==> src/design/layout_ruler_stack_defines.svh <==
// Assertion macros shared by the layout ruler stack RTL.
`ifndef LAYOUT_RULER_STACK_DEFINES_SVH
`define LAYOUT_RULER_STACK_DEFINES_SVH

// Check that a condition implies another in the same cycle.
`define LRS_ASSERT_IMP(label, ante, cons) \
    label: assert property (@(posedge i_clk) disable iff (!i_rst_n) \
        (ante) |-> (cons)) else $error("layout_ruler_stack: check failed");

// Check that a condition implies another in the next cycle.
`define LRS_ASSERT_NXT(label, ante, cons) \
    label: assert property (@(posedge i_clk) disable iff (!i_rst_n) \
        (ante) |=> (cons)) else $error("layout_ruler_stack: check failed");

`endif

==> src/design/lrs_pkg.sv <==
// Types and constants shared by the layout ruler stack modules.
`default_nettype none

package lrs_pkg;

    localparam int COL_W   = 16;
    localparam int DEPTH_W = 8;
    localparam int TOK_W   = 2;

    localparam logic [TOK_W-1:0] TOK_NONE      = 2'd0;
    localparam logic [TOK_W-1:0] TOK_BEGIN     = 2'd1;
    localparam logic [TOK_W-1:0] TOK_SEPARATOR = 2'd2;
    localparam logic [TOK_W-1:0] TOK_END       = 2'd3;

    // One token-scan request
    typedef struct packed {
        logic             recovering;
        logic             begin_allowed;
        logic             separator_allowed;
        logic             end_allowed;
        logic             after_newline;
        logic [COL_W-1:0] column;
        logic             stop_token;
    } t_req;

    // One layout result
    typedef struct packed {
        logic [TOK_W-1:0]   token;
        logic [DEPTH_W-1:0] depth;
    } t_rsp;

    // One ruler entry: tentative flag and column
    typedef struct packed {
        logic             pending;
        logic [COL_W-1:0] column;
    } t_ruler;

    // Sequencer status toward the output stage
    typedef struct packed {
        logic             done;
        logic [TOK_W-1:0] token;
    } t_ctl_sts;

endpackage

`default_nettype wire

==> src/design/lrs_ruler_mem.sv <==
// Ruler stack memory: one write port, one read port with registered data.
`default_nettype none

module lrs_ruler_mem import lrs_pkg::*; #(
    parameter int DEPTH  = 256,
    parameter int ADDR_W = 8
) (
    input  wire logic              i_clk,
    input  wire logic              i_wr_en,
    input  wire logic [ADDR_W-1:0] i_wr_addr,
    input  wire t_ruler            i_wr_data,
    input  wire logic              i_rd_en,
    input  wire logic [ADDR_W-1:0] i_rd_addr,
    output t_ruler                 o_rd_data
);

    t_ruler r_mem [DEPTH];
    t_ruler r_rd_data;

    // Write one entry
    always_ff @(posedge i_clk) begin
        if (i_wr_en) begin
            r_mem[i_wr_addr] <= i_wr_data;
        end
    end

    // Read one entry, data valid next cycle
    always_ff @(posedge i_clk) begin
        if (i_rd_en) begin
            r_rd_data <= r_mem[i_rd_addr];
        end
    end

    assign o_rd_data = r_rd_data;

endmodule

`default_nettype wire

==> config.mk <==
export PLATFORM = sky130hd
export DESIGN_NAME = lrs_ruler_mem
export DESIGN_NICKNAME = d
export VERILOG_FILES = /design/src/design/layout_ruler_stack_defines.svh /design/src/design/lrs_pkg.sv /design/src/design/lrs_ruler_mem.sv
export SDC_FILE = /design/constraint.sdc
export NUM_CORES = 2
export LEC_CHECK = 0
export ABC_AREA = 1
export BUFFER_PORTS_ARGS = -buffer_cell sky130_fd_sc_hd__buf_2
export CAP_MARGIN = 20
export CORE_AREA = 3 3 544 600
export DETAILED_ROUTE_END_ITERATION = 6
export DIE_AREA = 0 0 547 603
export GPL_ROUTABILITY_DRIVEN = 0
export PLACE_DENSITY = 0.7
export SLEW_MARGIN = 0
export SYNTH_ARGS = -nofsm -noshare
export SYNTH_HDL_FRONTEND = slang
export SYNTH_MEMORY_MAX_BITS = 65536
export SYNTH_SLANG_ARGS = --single-unit
==> constraint.sdc <==
create_clock -name i_clk -period 5.9 [get_ports i_clk]
set_input_delay 0.295 -clock i_clk [delete_from_list [all_inputs] [get_ports i_clk]]
set_output_delay 0.295 -clock i_clk [all_outputs]
set_load 0.005 [all_outputs]
* Word-level counts from Yosys, hierarchy flattened *
Memory sizes are Yosys's and may differ from the RTL's. A register that Yosys moved wholly into a read port is not among the register bits.
Cells that the tools add are included.

operators by class
  mux-type cells = 2

operators by type and width
  cell     number
  $mux W1  2

storage, ports and cells
  register bits = 0
  memory bits (writable) = 4352
  input port bits = 36
  output and inout port bits = 17
  word-level logic and storage cells = 3
  memories = 1

memory list
  memory  words  bits a word  read ports  clocked after memory_dff  write ports  line                 RTL
  r_mem   256    17           1           1                         1            lrs_ruler_mem.sv:17  t_ruler r_mem [DEPTH];

* Logic depth before layout (Yosys ltp) *
  word-level depth = 2
  gate-level depth with buffers = 15
  gate-level depth less buffers = 11

* Least setup slack after synthesis *
No wires, ideal clock.

  path kind = input -> register
  start point = input i_wr_en
  end point = memory r_mem[162][0] (netlist name) (enable)
  setup time = 0.390 ns
  arrival = 1.788 ns
  required time = 5.510 ns
  setup slack = 3.721 ns
  cell stages on the path = 4
  path buffers = 2
  cells stage by stage = clkbuf_1 nand3_1 clkbuf_1 nor2_1

on the way
  longest elaborated chain between the ends = 2

RTL lines
  what                           line                 RTL
  start: declaration             lrs_ruler_mem.sv:9   input wire logic i_wr_en,
  $mux W1                        lrs_ruler_mem.sv:22  if (i_wr_en) begin
  $mux W1 (not written as such)  lrs_ruler_mem.sv:23  r_mem[i_wr_addr] <= i_wr_data;
  end: declaration               lrs_ruler_mem.sv:17

Every way passes these cells.

==> flow_results.org <==
** Run status
- Failing checks :: max-slew violations
- Status :: finished, violations left

** Drt
- Final ANT Viol Nets :: 0
- Average detailed-routed wire length per instance :: around 26 microns
- Number of vias per cell :: 6.09
- The first detailed-routing pass took 7 iterations.
- Total Routed Length :: 493,000 microns
- After detailed routing, the number of remaining DRC violations is 0.
- Detailed-route via count :: approximately 120k
- The first routing iteration left 17,832 violations.

** Cells and area
- Of the cells placed in the final design, the portion with a size suffix greater than 1 is roughly 7.5%.
- Fin cells :: 19,037
- Layout overhead on the synthesized area :: 10.6%
- At the end of the flow, the number of nets in the layout was 14,396.
- Cell area after layout :: 195,000 sq um

** GRT
- Congestion Overflow GR :: 0
- Global-route wire length before repair :: 718,000 microns
- Vias in the first global route :: 108,125
- Global routing used 29.1% of the available tracks across all layers.
- Entering global routing, the biggest net connects 191 pins.
- Number of antenna violations at the first check in global routing :: 29

** Critical path
- Family with the most delay on the worst path :: simple AND/OR/NAND/NOR gates
- STA classifies the critical path endpoint as a register.
- By startpoint and endpoint, the worst setup path is classified as in2reg.
- Critical Path Slowest Stage Cell :: buf_4
- Cell with the most instances on the worst path :: nand3_1
- CP Launch Type :: primary input
- Along the worst path, the maximum fanout reaches 171.
- Largest incremental delay on the critical path :: 0.69 ns
- Required arrival time at the worst endpoint :: approximately 6.6 ns
- Across all register-to-register paths, the minimum setup slack is approximately 3.4 ns.
- Buffering stage count on the worst path with inverters included :: 3
- The critical path goes through buf_8 > inv_16 > buf_4 > nand3_1 > nand3_1 > nand3_1 > nand3_1 > nand3_1 > nand3_1 > nand2_1 > nand2_1 > nand2_1.
- Data arrival time at the worst-slack endpoint :: 3.80 ns

** Placed design
- DP Area :: 181,000 sq um
- Input and output buffers added on the ports amount to 52.
- OpenSTA, run right after detailed placement, puts the worst setup slack at 1.95 ns.
- Once placement completed, the tool counted placed cells totaling 18,198.
- DPL Wire Length :: 264,000 microns

** Power and ir drop
- Share of total power in the clock network :: 41.1%
- For this design the ratio of total power to cell area is 333 nW/um^2.
- Lkg Pwr :: a little under 70 nW
- Worst IR drop on VDD :: approximately 0.31 mV
- Total net switching power :: around 15 mW
- Registers are responsible for 52.9% of the overall power.
- Power comes to 64.8 mW.
- Cell internal power was estimated by the tool at approximately 50 mW.
- Net switching is 22.4% of the power.
- Part of the total power dissipated in combinational logic :: around 6%

** STA
- Once routing completed, OpenROAD measured the worst setup slack at 2.78 ns.
- After layout, the worst path uses 52.8% of the clock period.
- The number of hold-slack violations in the final timing report came to 0.
- For the final routed database, the setup TNS stands at 0 ns.
- Max Slew Vio Count :: 62
- Actual transition at the worst max-transition pin :: roughly 1.6 ns
- Relative slew margins :: -3.91%
- Time the final worst path needs with I/O delays and setup :: 3.12 ns
- Across the routed clock network, the largest skew measured is slightly below 0.07 ns.
- Unrepaired setup endpoints after global routing :: false
- Derived from the worst setup path, the maximum achievable clock frequency is 321 MHz.
- Number of setup violations in the final report :: 0

** Clocking
- Number of clock sinks seen by CTS :: between 4,000 and 5,000
- Clock buffers created by TritonCTS :: 420
- Clock latency on the worst-skew pair, taken at its later pin, is 0.96 ns.
- Clock-pin slew was measured on the worst setup and hold paths at 0.06 ns.
- The root buffer cell chosen for the clock tree is clkbuf_16.
- No sink is reached through more buffers than the 4 on the longest clock path.
- Clock tree from TritonCTS :: done
- In this run the number of H-tree levels came out at 5.

** Die
- Initial cell density of the core :: 54.9%
- Number of standard-cell rows in the floorplan :: approximately 220
- Std-Cell Core Area :: roughly 320,000 sq um
- 53 I/O pins were placed.
- The die covers ~330,000 sq um.
- The die is 547 microns wide.
- Measured along the y axis, the die boundary spans 603 microns.

** Synth
- The synthesized netlist contains 15 unique library cells.
- In this run, synthesis produced a sequential element count of about 4,400.
- Count of yosys warnings during synthesis :: 0
- After synthesis, flip-flops and latches occupy 74.6% of the total area.
- Syn Inst Count :: 14,443
- The mapped netlist covers ~180,000 sq um.
- Average instance area after synthesis :: 12.2 sq um
- Nets in the synthesized netlist :: 14,479

** Run
- Count of maximum capacitance violations :: 0

** Hold path
- Path category of the worst min-delay check :: in2reg
-- tightest hold or removal path, stage by stage --
cell and delay, ns:
buf_2 0.33, nand2_1 0.20, nand2_1 0.05
-- sequential cells by signal, summed over array words and instances, names as in the netlist --
name,flops
o_rd_data,17
r_mem,4352
-- cell usage after synthesis --
master,n,area share (%)
edfxtp_1,4369,75
buf_4,113,0.48
nand3_1,4287,12
inv_2,2,0.0043
buf_2,566,1.6
nand2_1,4472,9.5
inv_4,2,0.0071
buf_12,1,0.011
nor2_1,283,0.60
clkinv_1,3,0.0064
buf_6,49,0.31
buf_8,2,0.017
inv_1,32,0.068
clkbuf_1,150,0.32
buf_1,112,0.24
-- power by group through the flow --
stage / clock, mW / combinational [mW] / sequential [mW]
after CTS: 26.7 / 3.82 / 34.3
after global placement: 0 / 3.75 / 35.0
after floorplan: 0 / 2.09 / 34.9
after detailed placement: 0 / 3.80 / 35.0
after global routing: 27.9 / 4.14 / 34.3
final: 26.6 / 3.89 / 34.3
-- through the flow --
| step | utilization [%] | hold slack, ns |
|---|---|---|
| after detailed placement | 56.4 | 0.693 |
| final | 60.7 | 0.145 |
| after global placement | 56.3 | 0.691 |
| after CTS | 60.6 | 0.0917 |
| after global routing | 60.7 | 0.114 |
| after floorplan | - | 0.394 |
-- layout by cell type (no fill, tap or decap) --
cell	n
inv_8	2
nand2_1	4456
clkbuf_16	430
inv_1	31
clkinv_16	1
clkinv_2	74
clkinv_4	5
clkinv_8	2
inv_2	1
inv_16	5
buf_12	69
inv_6	9
bufinv_16	44
clkbuf_1	78
buf_4	331
buf_6	6
clkinv_1	107
buf_16	2
dlygate4sd3_1	18
nand2_2	16
clkinvlp_4	12
buf_8	31
edfxtp_1	4369
nand3_1	4287
diode_2	49
nor2_2	39
nor2_1	244
buf_2	29
-- final timing paths --
kind,startpoint,endpoint,cells past startpoint
max,i_rd_addr[1],o_rd_data[1]$_DFFE_PP_,12
min reg2reg,r_mem[202][8]$_DFFE_PP_,o_rd_data[8]$_DFFE_PP_,10
max reg2reg,r_mem[63][11]$_DFFE_PP_,o_rd_data[11]$_DFFE_PP_,10
min,i_rd_addr[7],o_rd_data[7]$_DFFE_PP_,3
-- routing by layer --
layer  GRT usage, %  wire (microns)  vias up
met2           45.2          232000     6941
met4           15.2           28300        6
met5              0              79        -
met3           5.38           52800     1124
met1           39.6          180000    56396
li1               -               -    51424
-- cell families after synthesis --
kind of cell	synth area share (%)
flops	74.6
simple gates	22.3
buf+inv	3.08
-- cell type report --
type	count	area (sq um)
well taps	4290	5370
fillers	23878	126000
clock buffers	506	11000
repair buffers	488	4830
diodes	49	123
flip-flops and latches	4369	131000
inverters	39	199
clock inverters	254	2410
multi-input cells	9042	39400
-- repair_timing --
| item | in CTS | in global routing |
|---|---|---|
| hold endpoints to repair | 1279 | 0 |
| buffers inserted | 0 | 0 |
| hold buffers | 18 | 0 |
| endpoints found under the setup margin | 0 | 0 |
| resized for setup | 0 | 0 |
Note: power is estimated with default switching activity, not from simulation.
