## src/design/layout_ruler_stack_defines.svh

```systemverilog
// Assertion macros shared by the layout ruler stack RTL.
`ifndef LAYOUT_RULER_STACK_DEFINES_SVH
`define LAYOUT_RULER_STACK_DEFINES_SVH

// Check that a condition implies another in the same cycle.
`define LRS_ASSERT_IMP(label, ante, cons) \
    label: assert property (@(posedge i_clk) disable iff (!i_rst_n) \
        (ante) |-> (cons)) else $error("layout_ruler_stack: check failed");

// Check that a condition implies another in the next cycle.
`define LRS_ASSERT_NXT(label, ante, cons) \
    label: assert property (@(posedge i_clk) disable iff (!i_rst_n) \
        (ante) |=> (cons)) else $error("layout_ruler_stack: check failed");

`endif

```

## src/design/lrs_pkg.sv

```systemverilog
// Types and constants shared by the layout ruler stack modules.
`default_nettype none

package lrs_pkg;

    localparam int COL_W   = 16;
    localparam int DEPTH_W = 8;
    localparam int TOK_W   = 2;

    localparam logic [TOK_W-1:0] TOK_NONE      = 2'd0;
    localparam logic [TOK_W-1:0] TOK_BEGIN     = 2'd1;
    localparam logic [TOK_W-1:0] TOK_SEPARATOR = 2'd2;
    localparam logic [TOK_W-1:0] TOK_END       = 2'd3;

    // One token-scan request
    typedef struct packed {
        logic             recovering;
        logic             begin_allowed;
        logic             separator_allowed;
        logic             end_allowed;
        logic             after_newline;
        logic [COL_W-1:0] column;
        logic             stop_token;
    } t_req;

    // One layout result
    typedef struct packed {
        logic [TOK_W-1:0]   token;
        logic [DEPTH_W-1:0] depth;
    } t_rsp;

    // One ruler entry: tentative flag and column
    typedef struct packed {
        logic             pending;
        logic [COL_W-1:0] column;
    } t_ruler;

    // Sequencer status toward the output stage
    typedef struct packed {
        logic             done;
        logic [TOK_W-1:0] token;
    } t_ctl_sts;

endpackage

`default_nettype wire

```

## src/design/lrs_ctrl.sv

```systemverilog
// Sequencer: stack top, begin search down the rulers, column compare unit.
`default_nettype none

module lrs_ctrl import lrs_pkg::*; #(
    parameter int MAX_TOP = 255,
    parameter int ADDR_W  = 8
) (
    input  wire logic              i_clk,
    input  wire logic              i_rst_n,
    input  wire logic              i_in_valid,
    input  wire t_req              i_in_data,
    output logic                   o_in_ready,
    input  wire logic              i_take,
    output t_ctl_sts               o_sts,
    output logic [ADDR_W-1:0]      o_top,
    output logic                   o_wr_en,
    output logic [ADDR_W-1:0]      o_wr_addr,
    output t_ruler                 o_wr_data,
    output logic                   o_rd_en,
    output logic [ADDR_W-1:0]      o_rd_addr,
    input  wire t_ruler            i_rd_data
);

    typedef enum logic [2:0] {
        S_IDLE = 3'b001,
        S_EXAM = 3'b010,
        S_DONE = 3'b100
    } t_state;

    t_state              r_state, n_state;
    t_req                r_req,   n_req;
    logic [ADDR_W-1:0]   r_k,     n_k;
    logic [ADDR_W-1:0]   r_top,   n_top;
    logic [TOK_W-1:0]    r_tok,   n_tok;

    t_ruler              w_ent;
    logic                w_gt;
    logic                w_lt;
    logic                w_eq;
    logic                w_full;

    // Entry zero is never written and always reads as a confirmed ruler at column zero
    assign w_ent  = (r_k == '0) ? '0 : i_rd_data;

    // Shared column compare unit
    assign w_gt   = r_req.column > w_ent.column;
    assign w_lt   = r_req.column < w_ent.column;
    assign w_eq   = r_req.column == w_ent.column;

    assign w_full = r_top >= ADDR_W'(MAX_TOP);

    // Sequence one request
    always_comb begin
        n_state   = r_state;
        n_req     = r_req;
        n_k       = r_k;
        n_top     = r_top;
        n_tok     = r_tok;
        o_wr_en   = 1'b0;
        o_wr_addr = r_top;
        o_wr_data = '0;
        o_rd_en   = 1'b0;
        o_rd_addr = r_top;
        unique case (r_state)
            S_IDLE: begin
                if (i_in_valid) begin
                    n_req   = i_in_data;
                    n_k     = r_top;
                    n_tok   = TOK_NONE;
                    o_rd_en = 1'b1;
                    // Skip the search on error recovery or a begin on a full stack
                    if (i_in_data.recovering || (i_in_data.begin_allowed && w_full)) begin
                        n_state = S_DONE;
                    end else begin
                        n_state = S_EXAM;
                    end
                end
            end
            S_EXAM: begin
                if (r_req.begin_allowed) begin
                    if ((r_k != '0) && w_ent.pending) begin
                        // Step down past a tentative ruler
                        n_k       = r_k - ADDR_W'(1);
                        o_rd_en   = 1'b1;
                        o_rd_addr = r_k - ADDR_W'(1);
                    end else begin
                        if (w_gt) begin
                            o_wr_en           = 1'b1;
                            o_wr_addr         = r_top + ADDR_W'(1);
                            o_wr_data.pending = !r_req.after_newline;
                            o_wr_data.column  = r_req.column;
                            n_top             = r_top + ADDR_W'(1);
                            n_tok             = TOK_BEGIN;
                        end
                        n_state = S_DONE;
                    end
                end else begin
                    priority if (r_req.end_allowed && (w_lt || r_req.stop_token)) begin
                        // Pop; the freed entry is rewritten before any later read
                        if (r_top != '0) begin
                            n_top = r_top - ADDR_W'(1);
                            n_tok = TOK_END;
                        end
                    end else begin
                        // Confirm the top ruler on a line break
                        if (r_req.after_newline && (r_top != '0)) begin
                            o_wr_en           = 1'b1;
                            o_wr_data.pending = 1'b0;
                            o_wr_data.column  = w_ent.column;
                        end
                        if (r_req.separator_allowed && w_eq) begin
                            n_tok = TOK_SEPARATOR;
                        end
                    end
                    n_state = S_DONE;
                end
            end
            S_DONE: begin
                if (i_take) begin
                    n_state = S_IDLE;
                end
            end
            default: begin
                n_state = S_IDLE;
            end
        endcase
    end

    // Control registers
    always_ff @(posedge i_clk) begin
        if (!i_rst_n) begin
            r_state <= S_IDLE;
            r_top   <= '0;
        end else begin
            r_state <= n_state;
            r_top   <= n_top;
        end
    end

    // Request and search registers
    always_ff @(posedge i_clk) begin
        r_req <= n_req;
        r_k   <= n_k;
        r_tok <= n_tok;
    end

    assign o_in_ready  = (r_state == S_IDLE);
    assign o_sts.done  = (r_state == S_DONE);
    assign o_sts.token = r_tok;
    assign o_top       = r_top;

endmodule

`default_nettype wire

```

## config.mk

```make
export PLATFORM = sky130hd
export DESIGN_NAME = lrs_ctrl
export DESIGN_NICKNAME = d
export VERILOG_FILES = /design/src/design/layout_ruler_stack_defines.svh /design/src/design/lrs_pkg.sv /design/src/design/lrs_ctrl.sv
export SDC_FILE = /design/constraint.sdc
export NUM_CORES = 1
export LEC_CHECK = 0
export BUFFER_PORTS_ARGS = -buffer_cell sky130_fd_sc_hd__buf_4
export CAP_MARGIN = 20
export CORE_MARGIN = 2
export CORE_UTILIZATION = 52
export DETAILED_ROUTE_END_ITERATION = 10
export GPL_ROUTABILITY_DRIVEN = 0
export GPL_TIMING_DRIVEN = 0
export PLACE_DENSITY_LB_ADDON = 0.08
export SLEW_MARGIN = 20
export SYNTH_ARGS = -nofsm -noshare
export SYNTH_HDL_FRONTEND = slang
export SYNTH_SLANG_ARGS = --single-unit
```

## constraint.sdc

```tcl
create_clock -name i_clk -period 3.8 [get_ports i_clk]
set_input_delay 0.38 -clock i_clk [delete_from_list [all_inputs] [get_ports i_clk]]
set_output_delay 0.38 -clock i_clk [all_outputs]
set_load 0.05 [all_outputs]
```

Word level (Yosys, flattened, before mapping). Cells that the tools add are included.

Register bits after elaboration: 42. Input bits: 43.

Add/subtract/negate cells: 3. $lt $le $gt $ge: 3. Equal/unequal tests: 12. Muxes and demuxes: 45. Reductions and logical operators: 19.

Operator list (number): 8-bit two-way mux (13); 17-bit two-way mux (5); 16-bit two-way mux (2); 16-bit equality test (1); 16-bit > comparator (1); 16-bit less-than comparator (1); 8-bit case mux with 2 select lines (1); 8-bit nonzero test (2); 8-bit by 1-bit subtractor with 8-bit output (second input constant) (2); 3-bit two-way mux (5); 2-bit two-way mux (7); 1-bit two-way mux (9); 3-bit case mux with 3 select lines (1); 8-bit by 1-bit adder with 8-bit output (second input constant) (1); 8-bit >= comparator (second input constant) (1); 8-bit logical NOT (1); 2-bit inequality test (second input constant) (4); 4-bit inequality test (second input constant) (2); 3-bit inequality test (second input constant) (2); 3-bit AND reduction (2); 6-bit AND reduction (1); 2-bit nonzero test (3); 1-bit logical AND (5); 2-bit case mux with 2 select lines (1); other kinds (8) (9).

Depth between registers and ports, before layout.
Depth in word-level cells: 8. Gate-level depth with buffers: 14. Depth with buffers taken out: 12.

Least setup slack after synthesis. Ideal clock, no wire load.

Path type: reg-to-output. Start: register r_k[0]. End: output o_wr_addr[1]. Arrival time: 3700 ps. Data required time: 3420 ps. Slack: -280 ps. Stages on the path, launching flop included: 14. Path buffers: 2. Cell sequence: edfxtp_1 > inv_1 > ha_1 > nand4_2 > clkbuf_1 > nand2_1 > ha_1 > nand4_1 > nor4_1 > a21oi_2 > nand3_1 > nor2_1 > buf_4 > o21ai_0.

Cells in the longest elaborated chain, start to end: 7. Elaborated cells on any way between the ends: 9.

Ends and longest elaborated chain: from (decl) (RTL line lrs_ctrl.sv:32) `logic [ADDR_W-1:0] r_k, n_k;`; from (signal assigned) (RTL line lrs_ctrl.sv:143) `r_k <= n_k;`; 8-bit logical NOT (RTL line lrs_ctrl.sv:43) `assign w_ent = (r_k == '0) ? '0 : i_rd_data;`; 17-bit two-way mux (RTL line lrs_ctrl.sv:43); 16-bit > comparator (RTL line lrs_ctrl.sv:46) `assign w_gt = r_req.column > w_ent.column;`; 8-bit two-way mux (RTL line lrs_ctrl.sv:87) `if (w_gt) begin`; 8-bit two-way mux *; 8-bit two-way mux * (RTL line lrs_ctrl.sv:80) `if (r_req.begin_allowed) begin`; 8-bit two-way mux * (RTL line lrs_ctrl.sv:64) `unique case (r_state)`; to (decl) (RTL line lrs_ctrl.sv:17) `output logic [ADDR_W-1:0] o_wr_addr,`.

Mark *: on every way between the ends. The rest lies on a longest branch, timed or not.

==> results.cfg <==
[logic_synthesis]
synth_cell_types = 50
synth_warnings = 0
synth_xor_area_share_pct = 3.977
netlist_area_sq_um = 2863
ys.flop_type = edfxtp_1
yosysMostFrequentCell = nor2_1
ys_async_sr_fraction_pct = 0
synth_nets = 397
syn-instance-count = 335
synthTopCellsByArea = edfxtp_1, ha_1, dfxtp_1
yosys.area_share.simple_pct = 24.96
seq_area_frac_synth_pct = 40.21
synth_top_family_by_area = simple AND/OR/NAND/NOR gates
yosys.area_share.adder_pct = 8.304
synth_top_area_share_pct = 32.52
syn_area_per_cell_sq_um = 8.546
yosys-top-cells-count = nor2_1, nand2_1, a21oi_1
synth_compound_area_share_pct = 16.04
synth_mux_area_share_pct = 2.098
ys_ff_latch = 42
synth_top_area_cell = edfxtp_1
synth_edf_count = 31

[setup_path]
cp_max_fo = 5
reg2reg_depth = 15
cp_top_family = compound AO/OA/AOI/OAI gates
cp_slowest_stage_delay_ns = 0.43
crit_path_start_kind = flip-flop
cp-end-kind = output pin
critical_path_buf_inv_count = 5
worstPathArrival_ns = 3.41
r2r_end = o_top[7]
path_class = reg2out
crit_slowest_cell = edfxtp_1
crit_required_ns = 3.42
r2r_start = r_k[0]
path_common_cell = buf_4
path_cells = inv_2, ha_4, nand4_4, buf_4, nand2_1, ha_1, a21oi_1, o21a_1, o22ai_2, nor3_4, nor2_2, buf_4, a31oi_4, buf_6, nor2_1, buf_4
reg2reg_slack_ns = 0.48

[die]
die_height_um = 78.20
fp.dieW_um = 78.20
core_sq_um = 5405
initial_core_util_pct = 52.96
io_pins = 90
rows = 27
die_area_sq_um = 6114

[placed_design]
hpwl_um = 5767
io_buffers = 89

[cts]
cts.sinks = 42
ctsHoldBuffers = 0
cts_inserted_buffers = 5
root_buffer = clkbuf_8
cts_max_level = 2
worstSkewPairLatency_ns = 0.30
cts_tree = built
clockBufferDepth = 2
clk_pin_slew_worst_paths_ns = 0.08

[routing]
drtAntennaViolNets = 0
wl_um = 8477
drc = 0
dr.pass1.iters = 5
dr_total_vias = 3015
drt_iter0_drc = 235
wl_per_cell_um = 15.99
routed_via_density = 5.689

[pwr]
vdd_drop_max_mv = 0.1976
power_density_nw_per_um2 = 269.7
cellLeakagePower_nw = 1.842

[timing]
worst_pin_slew_ns = 0.9133
skew_ns = 0.007637
max_freq_ghz = 0.2637
setup-tns-final_ns = 0
relSlewSlack_pct = 38.98
whs_ns = 0.2493
hold_viol_final = 0
period_needed_ns = 3.793
slew_viol_final = 0
fin_crit_sh_pct = 99.81
final-setup-viol-count = 0

[status]
outcome = finished, final reports clean

[finish]
n_antenna_cell = 0
drive_gt1_share_pct = 34.50
syn2layout_area_growth_pct = 46.37
final_net_count = 519
multi_input_area_sq_um = 1760
fill_cells = 389
seqCellArea_sq_um = 1151

[global_route]
grt_pass1_wl_um = 12630
first_global_vias = 2682
grt_usage_pct = 26.21
grt_start_max_net_pins = 16
gr-total-overflow = 0
antenna_found_initial = 0

[job]
cap_violations = 0

[worst_hold_path]
holdPathStages = 1
hp-start = i_in_data[14]
hold_path_end = r_req[14]
min_path_type = in2reg
==> final cells by class <==
cell class	count	share of cell area (%)
buffer	20	2.389
tap	72	2.150
timing repair buffer	115	22.81
clock inverter	1	0.1194
sequential	42	27.47
inverter	11	0.9854
clock buffer	7	2.060
multi-input combinational	262	42.01
==> worst register-to-register path, cell delays in order (launching register included) <==
cell      delay (ns)
edfxtp_1        0.39
inv_2           0.07
ha_4            0.17
nand4_4         0.13
buf_8           0.14
nand2_1         0.11
ha_4            0.30
nand4_1         0.17
or2_1           0.33
a211oi_4        0.26
nor3_4          0.10
buf_4           0.18
buf_4           0.14
o21ba_1         0.17
or4_1           0.48
o211ai_1        0.11
==> power breakdown <==
part	leakage, nW	total, W	internal, W	switching, W
clock network	0.0482	0.000304	0.000147	0.000157
registers	0.389	0.000549	0.000527	0.0000216
logic	1.41	0.000278	0.000122	0.000156
==> registers in the layout (all words and copies together) (netlist names) <==
| name | count |
|---|---|
| r_tok | 2 |
| o_top | 8 |
| r_state | 3 |
| r_k | 8 |
| r_req | 21 |
==> per-layer routing <==
metal | vias up | GRT usage, % | share of wire [%] | routed length (um)
li1 | 1437 | - | - | -
met3 | 20 | 3.563 | 7.4 | 631
met5 | - | 0 | 0 | 0
met1 | 1388 | 35.66 | 43 | 3616
met2 | 170 | 43.19 | 47 | 4016
met4 | 0 | 8.947 | 2.5 | 212
==> repair_timing <==
item / in CTS / in global routing
pin swaps: 7 / 10
buffers inserted: 9 / 14
gates cloned: 0 / 2
gates resized for setup: 16 / 31
setup endpoints to repair: 28 / 24
==> layout by cell type (no fill, tap or decap), drive strengths merged, types with 4 or more instances in the layout <==
master  netlist  layout
a21oi        35      35
and2          5       5
buf           4     119
clkbuf       16      23
dfxtp        11      11
edfxtp       31      31
ha           19      19
inv          11      11
mux2i         6       6
nand2        47      47
nand3         6       6
nand4         8       8
nor2         53      53
nor3          4       4
nor3b         5       5
nor4          4       4
o21a          5       5
o21ai        15      15
xnor2        10      10
==> cells by family (layout without fill, tap and decap cells) <==
| kind of cell | count (synthesis) | count (layout) |
|---|---|---|
| AOI/OAI and AO/OA | 74 | 74 |
| xor gates and xnor gates | 13 | 13 |
| adders and majority gates | 19 | 19 |
| buffers and inverters | 31 | 154 |
| DFF | 42 | 42 |
| muxes | 6 | 6 |
| and+or+nand+nor | 150 | 150 |
==> how the worst max path moves through the flow <==
stage,slack (ns),from,cells after the start,to
2_1_floorplan,-0.01,r_k[0],14,o_wr_data[10]
3_3_place_gp,-0.43,r_k[0],15,o_wr_data[15]
3_5_place_dp,-0.45,r_k[0],15,o_wr_data[15]
4_1_cts,0.05,r_k[0],15,o_wr_data[12]
5_1_grt,-0.09,r_k[1],16,o_wr_data[4]
6_report,0.007,r_k[0],16,o_wr_data[9]
==> per-stage QoR <==
stage | power, W | instances | worst slack (ns) | cell area [sq um] | util [%]
final | 0.001130 | 530 | 0.007252 | 4190 | 77.52
after global routing | 0.001179 | 530 | -0.09419 | 4190 | 77.52
after CTS | 0.001092 | 514 | 0.04553 | 3920 | 72.52
after detailed placement | 0.0007823 | 497 | -0.4544 | 3681 | 68.10
after global placement | 0.0007722 | 496 | -0.4275 | 3666 | 67.82
after floorplan | 0.0006971 | 335 | -0.01439 | 2908 | -
No activity file was read; power rests on OpenSTA's default activity.
